`src/rtl/lfu_cache_replacement_assert.svh`:
```
// Assertion macros used by the cache top level.
`ifndef LFU_CACHE_REPLACEMENT_ASSERT_SVH
`define LFU_CACHE_REPLACEMENT_ASSERT_SVH
// Implication checked on every rising clock edge outside reset.
`define LFC_ASSERT_IMP(label, clk, rst_n, ante, cons, msg) \
    label: assert property (@(posedge clk) disable iff (!rst_n) (ante) |-> (cons)) \
        else $error(msg);
// Next-cycle implication checked outside reset.
`define LFC_ASSERT_NEXT(label, clk, rst_n, ante, cons, msg) \
    label: assert property (@(posedge clk) disable iff (!rst_n) (ante) |=> (cons)) \
        else $error(msg);
`endif

```
`src/rtl/lfc_pkg.sv`:
```
// Package with shared constants and types of the LFU cache.
`timescale 1ns / 1ps
package lfc_pkg;
    localparam int unsigned DefaultEntries = 16;
    localparam int unsigned CapWidth = 5;
    localparam logic [31:0] MissValue = 32'hFFFF_FFFF;
    localparam logic [31:0] CountMax = 32'hFFFF_FFFF;
    localparam logic OpGet = 1'b0;
    localparam logic OpPut = 1'b1;
    localparam logic [1:0] AddrCapacity = 2'd0;

    // Command broadcast from the controller to every cell.
    typedef struct packed {
        logic        touch;    // hit entry: bump count, stamp
        logic        wr_value; // hit entry: overwrite value
        logic        evict;    // invalidate the chosen victim
        logic        insert;   // fill the chosen free entry
        logic [31:0] key;
        logic [31:0] value;
        logic [63:0] stamp;
    } cell_cmd_t;

    // Data passed from one cell to the next along the chain.
    typedef struct packed {
        logic        hit;
        logic [31:0] hit_value;
        logic        any_free;
        logic        vic_ok;
        logic [31:0] vic_count;
        logic [63:0] vic_stamp;
    } chain_t;
endpackage

```
`src/rtl/lfc_cell.sv`:
```
// One cache entry with its compare and its registered stage of the reduction chain.
`timescale 1ns / 1ps
module lfc_cell
    import lfc_pkg::*;
#(
    parameter int unsigned IDX_W = $clog2(DefaultEntries),
    parameter int unsigned INDEX = 0
)
(
    input  logic             clk,
    input  logic             rst_n,
    input  cell_cmd_t        cmd,
    input  logic [IDX_W-1:0] evict_idx,
    input  logic [IDX_W-1:0] insert_idx,
    input  chain_t           chain_in,
    input  logic [IDX_W-1:0] vic_idx_in,
    input  logic [IDX_W-1:0] free_idx_in,
    output chain_t           chain_out,
    output logic [IDX_W-1:0] vic_idx_out,
    output logic [IDX_W-1:0] free_idx_out
);
    logic             valid_reg, valid_next;
    logic [31:0]      key_reg, value_reg, count_reg;
    logic [63:0]      stamp_reg;
    chain_t           chain_reg, chain_next;
    logic [IDX_W-1:0] vic_idx_reg, vic_idx_next;
    logic [IDX_W-1:0] free_idx_reg, free_idx_next;
    logic             match, better, evict_en, insert_en;

    assign match  = valid_reg && (key_reg == cmd.key);
    // This entry beats every victim candidate to its left; ties keep the left one.
    assign better = valid_reg && (!chain_in.vic_ok || (count_reg < chain_in.vic_count) ||
                    ((count_reg == chain_in.vic_count) && (stamp_reg < chain_in.vic_stamp)));
    assign evict_en  = cmd.evict && (evict_idx == IDX_W'(INDEX));
    assign insert_en = cmd.insert && (insert_idx == IDX_W'(INDEX));

    // Chain stage: hit and first free slot pass through, victim takes the better one.
    always_comb
    begin
        chain_next    = chain_in;
        vic_idx_next  = vic_idx_in;
        free_idx_next = free_idx_in;
        if (match)
        begin
            chain_next.hit       = 1'b1;
            chain_next.hit_value = value_reg;
        end
        if (!valid_reg && !chain_in.any_free)
        begin
            chain_next.any_free = 1'b1;
            free_idx_next       = IDX_W'(INDEX);
        end
        if (better)
        begin
            chain_next.vic_ok    = 1'b1;
            chain_next.vic_count = count_reg;
            chain_next.vic_stamp = stamp_reg;
            vic_idx_next         = IDX_W'(INDEX);
        end
    end

    // Valid bit follows evictions and inserts; an insert into the evicted slot wins.
    always_comb
    begin
        valid_next = valid_reg;
        if (evict_en)
            valid_next = 1'b0;
        if (insert_en)
            valid_next = 1'b1;
    end

    always_ff @(posedge clk or negedge rst_n)
    begin
        if (!rst_n)
        begin
            valid_reg    <= 1'b0;
            chain_reg    <= '0;
            vic_idx_reg  <= '0;
            free_idx_reg <= '0;
        end
        else
        begin
            valid_reg    <= valid_next;
            chain_reg    <= chain_next;
            vic_idx_reg  <= vic_idx_next;
            free_idx_reg <= free_idx_next;
        end
    end

    // Payload of the entry.
    always_ff @(posedge clk)
    begin
        if (insert_en)
        begin
            key_reg   <= cmd.key;
            value_reg <= cmd.value;
            count_reg <= 32'd1;
            stamp_reg <= cmd.stamp;
        end
        else if (cmd.touch && match)
        begin
            if (cmd.wr_value)
                value_reg <= cmd.value;
            if (count_reg != CountMax)
                count_reg <= count_reg + 32'd1;
            stamp_reg <= cmd.stamp;
        end
    end

    assign chain_out    = chain_reg;
    assign vic_idx_out  = vic_idx_reg;
    assign free_idx_out = free_idx_reg;
endmodule

```
`config.mk`:
```
export PLATFORM = sky130hd
export DESIGN_NAME = lfc_cell
export DESIGN_NICKNAME = d
export VERILOG_FILES = /design/src/rtl/lfu_cache_replacement_assert.svh /design/src/rtl/lfc_pkg.sv /design/src/rtl/lfc_cell.sv
export SDC_FILE = /design/constraint.sdc
export NUM_CORES = 1
export LEC_CHECK = 0
export BUFFER_PORTS_ARGS = -buffer_cell sky130_fd_sc_hd__buf_2
export CORE_MARGIN = 3
export CORE_UTILIZATION = 51
export DETAILED_ROUTE_END_ITERATION = 8
export GPL_TIMING_DRIVEN = 0
export PLACE_DENSITY = 0.79
export SLEW_MARGIN = 20
export SYNTH_ARGS = -nofsm -noshare
export SYNTH_HDL_FRONTEND = slang
export SYNTH_SLANG_ARGS = --single-unit
```
`constraint.sdc`:
```
create_clock -name clk -period 8.3 [get_ports clk]
set_clock_uncertainty 0.15 [all_clocks]
set_input_delay 1.66 -clock clk [delete_from_list [all_inputs] [get_ports clk]]
set_output_delay 1.66 -clock clk [all_outputs]
set_load 0.02 [all_outputs]
```
==> results.toml <==
[synth]
synth_top_cell_by_area = "edfxtp_1"
synth.area.top_cells = "edfxtp_1 (28%), dfrtp_1 (25%), mux2_4 (9.7%)"
synth_area_per_cell_um2 = 13.5
synth.ff_latch_count = 300
syn-num-nets = 1410
synth-seq-area-share_pct = 57.5
ys_types = 56
synth.cell_area_mm2 = 0.0139
synthCells = 1033
synth_top_area_share_pct = 27.6
synth-warning-count = 0
synthArstFlopShare_pct = 46.7
synth_top_flop_cell = "dfrtp_1"
synth_edf_count = 128

[clock_network]
numCtsBuffers = 34
post_cts_resized = 0
cts_tree = "built"
cts.path.max_buffers = 3
clk_latency_ps = 510
postCtsSetupBuffers = 0
htree_levels = 2
clock-root-buffer = "clkbuf_16"
ctsHoldBuffers = 0
clk_pin_slew_ps = 60
cts.sinks = 300

[timing]
timing.fmax_mhz = 208
finalSetupViolations = 0
tns_ps = 0
worstMarginPinSlew_ps = 904
finalMaxSlewViolations = 0
final_hold_viol_count = 0
period_needed_ps = 4810
period_share_pct = 58.0
maxSlewHeadroom_pct = 39.2
rsz0062_at_grt = "no"

[detailed_routing]
first_pass_iters = 6
drc_errors = 0
vias = 9821
route.met3.wl_mm = 2.89
wl_met1_mm = 13.2
antenna_left = 0
drt_wl_total_mm = 36.1
wl_per_cell_um = 19.4
highest_layer = "met5"
dr_wl_met2_mm = 18.6
vias_per_cell = 5.28
drt_iter0_drc = 476

[power_and_ir_drop]
powerDensity_mw_per_mm2 = 221
p_leak_nw = 8.47
total_power_w = 0.00392
vdd_drop_max_v = 0.000220

[setup_path]
worst_setup_path_start_kind = "primary input"
cp_max_fo = 10
required_ps = 8530
critical_path_class = "primary input to register"
endpoint_kind = "register"
arrival_ps = 5040

[final_layout]
syn2layout_area_growth_pct = 27.5
mostFrequentLayoutCell = "buf_2"
layout_common_cells = "buf_2 (419), dfrtp_1 (140), edfxtp_1 (128), inv_1 (109), ha_1 (96)"
layout-drive-gt1-share_pct = 41.0
largest_register_ffs = 131
nFillCells = 1945
nets = 1869

[floorplanning]
die_x_um = 171
rows = 59
die_area_mm2 = 0.0293
start_util_pct = 52.6
ioPinCount = 420
core-area_mm2 = 0.0264
die_h_um = 171

[place]
routabilityCongestion = 0.816
post-dp-hpwl_mm = 27.6
io_buffer_count = 419

[run]
maxCapViolations = 0

[global_routing]
grt_pass1_vias = 10400
grt_max_degree = 85
grtUsageTotal_pct = 23.8
grt_pass1_wl_mm = 54.2
antenna_found_initial = 11
grt-ovfl-total = 0

[hold_path]
hold_class = "register to register"

[outcome]
status = "completed"
critical path, stage by stage:
cell and delay, ps:
buf_2 90, inv_1 40, ha_1 290, nand4_1 120
or3_1 440, nor4_1 810, o41a_1 350, o22ai_1 200
a31oi_1 220, buf_6 290, buf_12 200, mux2_4 320
cells in the mapped netlist (7+ instances only):
library cell,n
nand2_1,52
dfrtp_1,140
mux2_2,32
mux2i_1,16
edfxtp_1,128
clkbuf_1,12
ha_1,96
a21o_1,9
dfxtp_1,32
nand3_1,26
or4_1,7
or3_1,12
mux2_4,90
nor2b_1,9
a21oi_1,49
buf_12,9
nand2b_1,15
nor3_1,12
xnor2_1,34
o21ai_0,23
nor4_1,9
nor2_1,21
inv_1,109
nand4_1,37
layer usage:
layer	up-vias	track usage, %
met2	404	42.5
met5	-	0
li1	4648	-
met1	4662	27.1
met4	10	9.69
met3	97	6.59
cells by family after synthesis:
logic type	Yosys count	share of synthesized area [%]
DFF	300	57.5
and+or+nand+nor	217	8.41
muxes	138	13.5
buffers and inverters	134	4.81
AOI/OAI and AO/OA	114	5.08
adders and majority gates	96	8.64
xor gates and xnor gates	34	2.14
stage by stage:
stage | hold WS, ps | setup slack, ps | instances | util, % | instance area, um2
5_1_grt | 339 | 3300 | 1858 | 67.1 | 17700
3_3_place_gp | 306 | 1260 | 1787 | 62.1 | 16400
2_1_floorplan | 301 | 3020 | 1033 | - | 13900
3_5_place_dp | 315 | 3010 | 1791 | 62.6 | 16600
6_report | 328 | 3490 | 1859 | 67.1 | 17700
4_1_cts | 326 | 3520 | 1853 | 67.0 | 17700
layout make-up:
cell class	instances	area [um2]	area share, %
sequential	300	7990	45.1
multi-input combinational	599	5270	29.7
timing repair buffer	423	2210	12.5
clock buffer	46	980	5.53
tap	335	419	2.36
inverter	109	409	2.31
buffer	25	262	1.47
clock inverter	16	183	1.03
antenna	6	15.0	0.0847
final timing paths:
path / from / to / slack [ps] / depth (start not counted)
worst max-delay path: chain_in[95] / chain_out[68] / 3490 / 12
worst min-delay path: value_reg[2] / chain_out[100] / 330 / 1
worst max register to register: count_reg[31] / chain_out[68] / 4370 / 10
worst min register to register: value_reg[2] / chain_out[100] / 330 / 1
max in group asynchronous: rst_n / chain_out[20] / 6280 / 2
min in group asynchronous: rst_n / chain_out[88] / 920 / 1
power breakdown:
group | total, W | switching [W] | internal [W] | leakage [nW]
logic | 0.000689 | 0.000361 | 0.000329 | 4.81
registers | 0.00168 | 0.0000339 | 0.00165 | 3.09
clock network | 0.00155 | 0.000592 | 0.000954 | 0.570
Power figures use the tool's default switching activity.
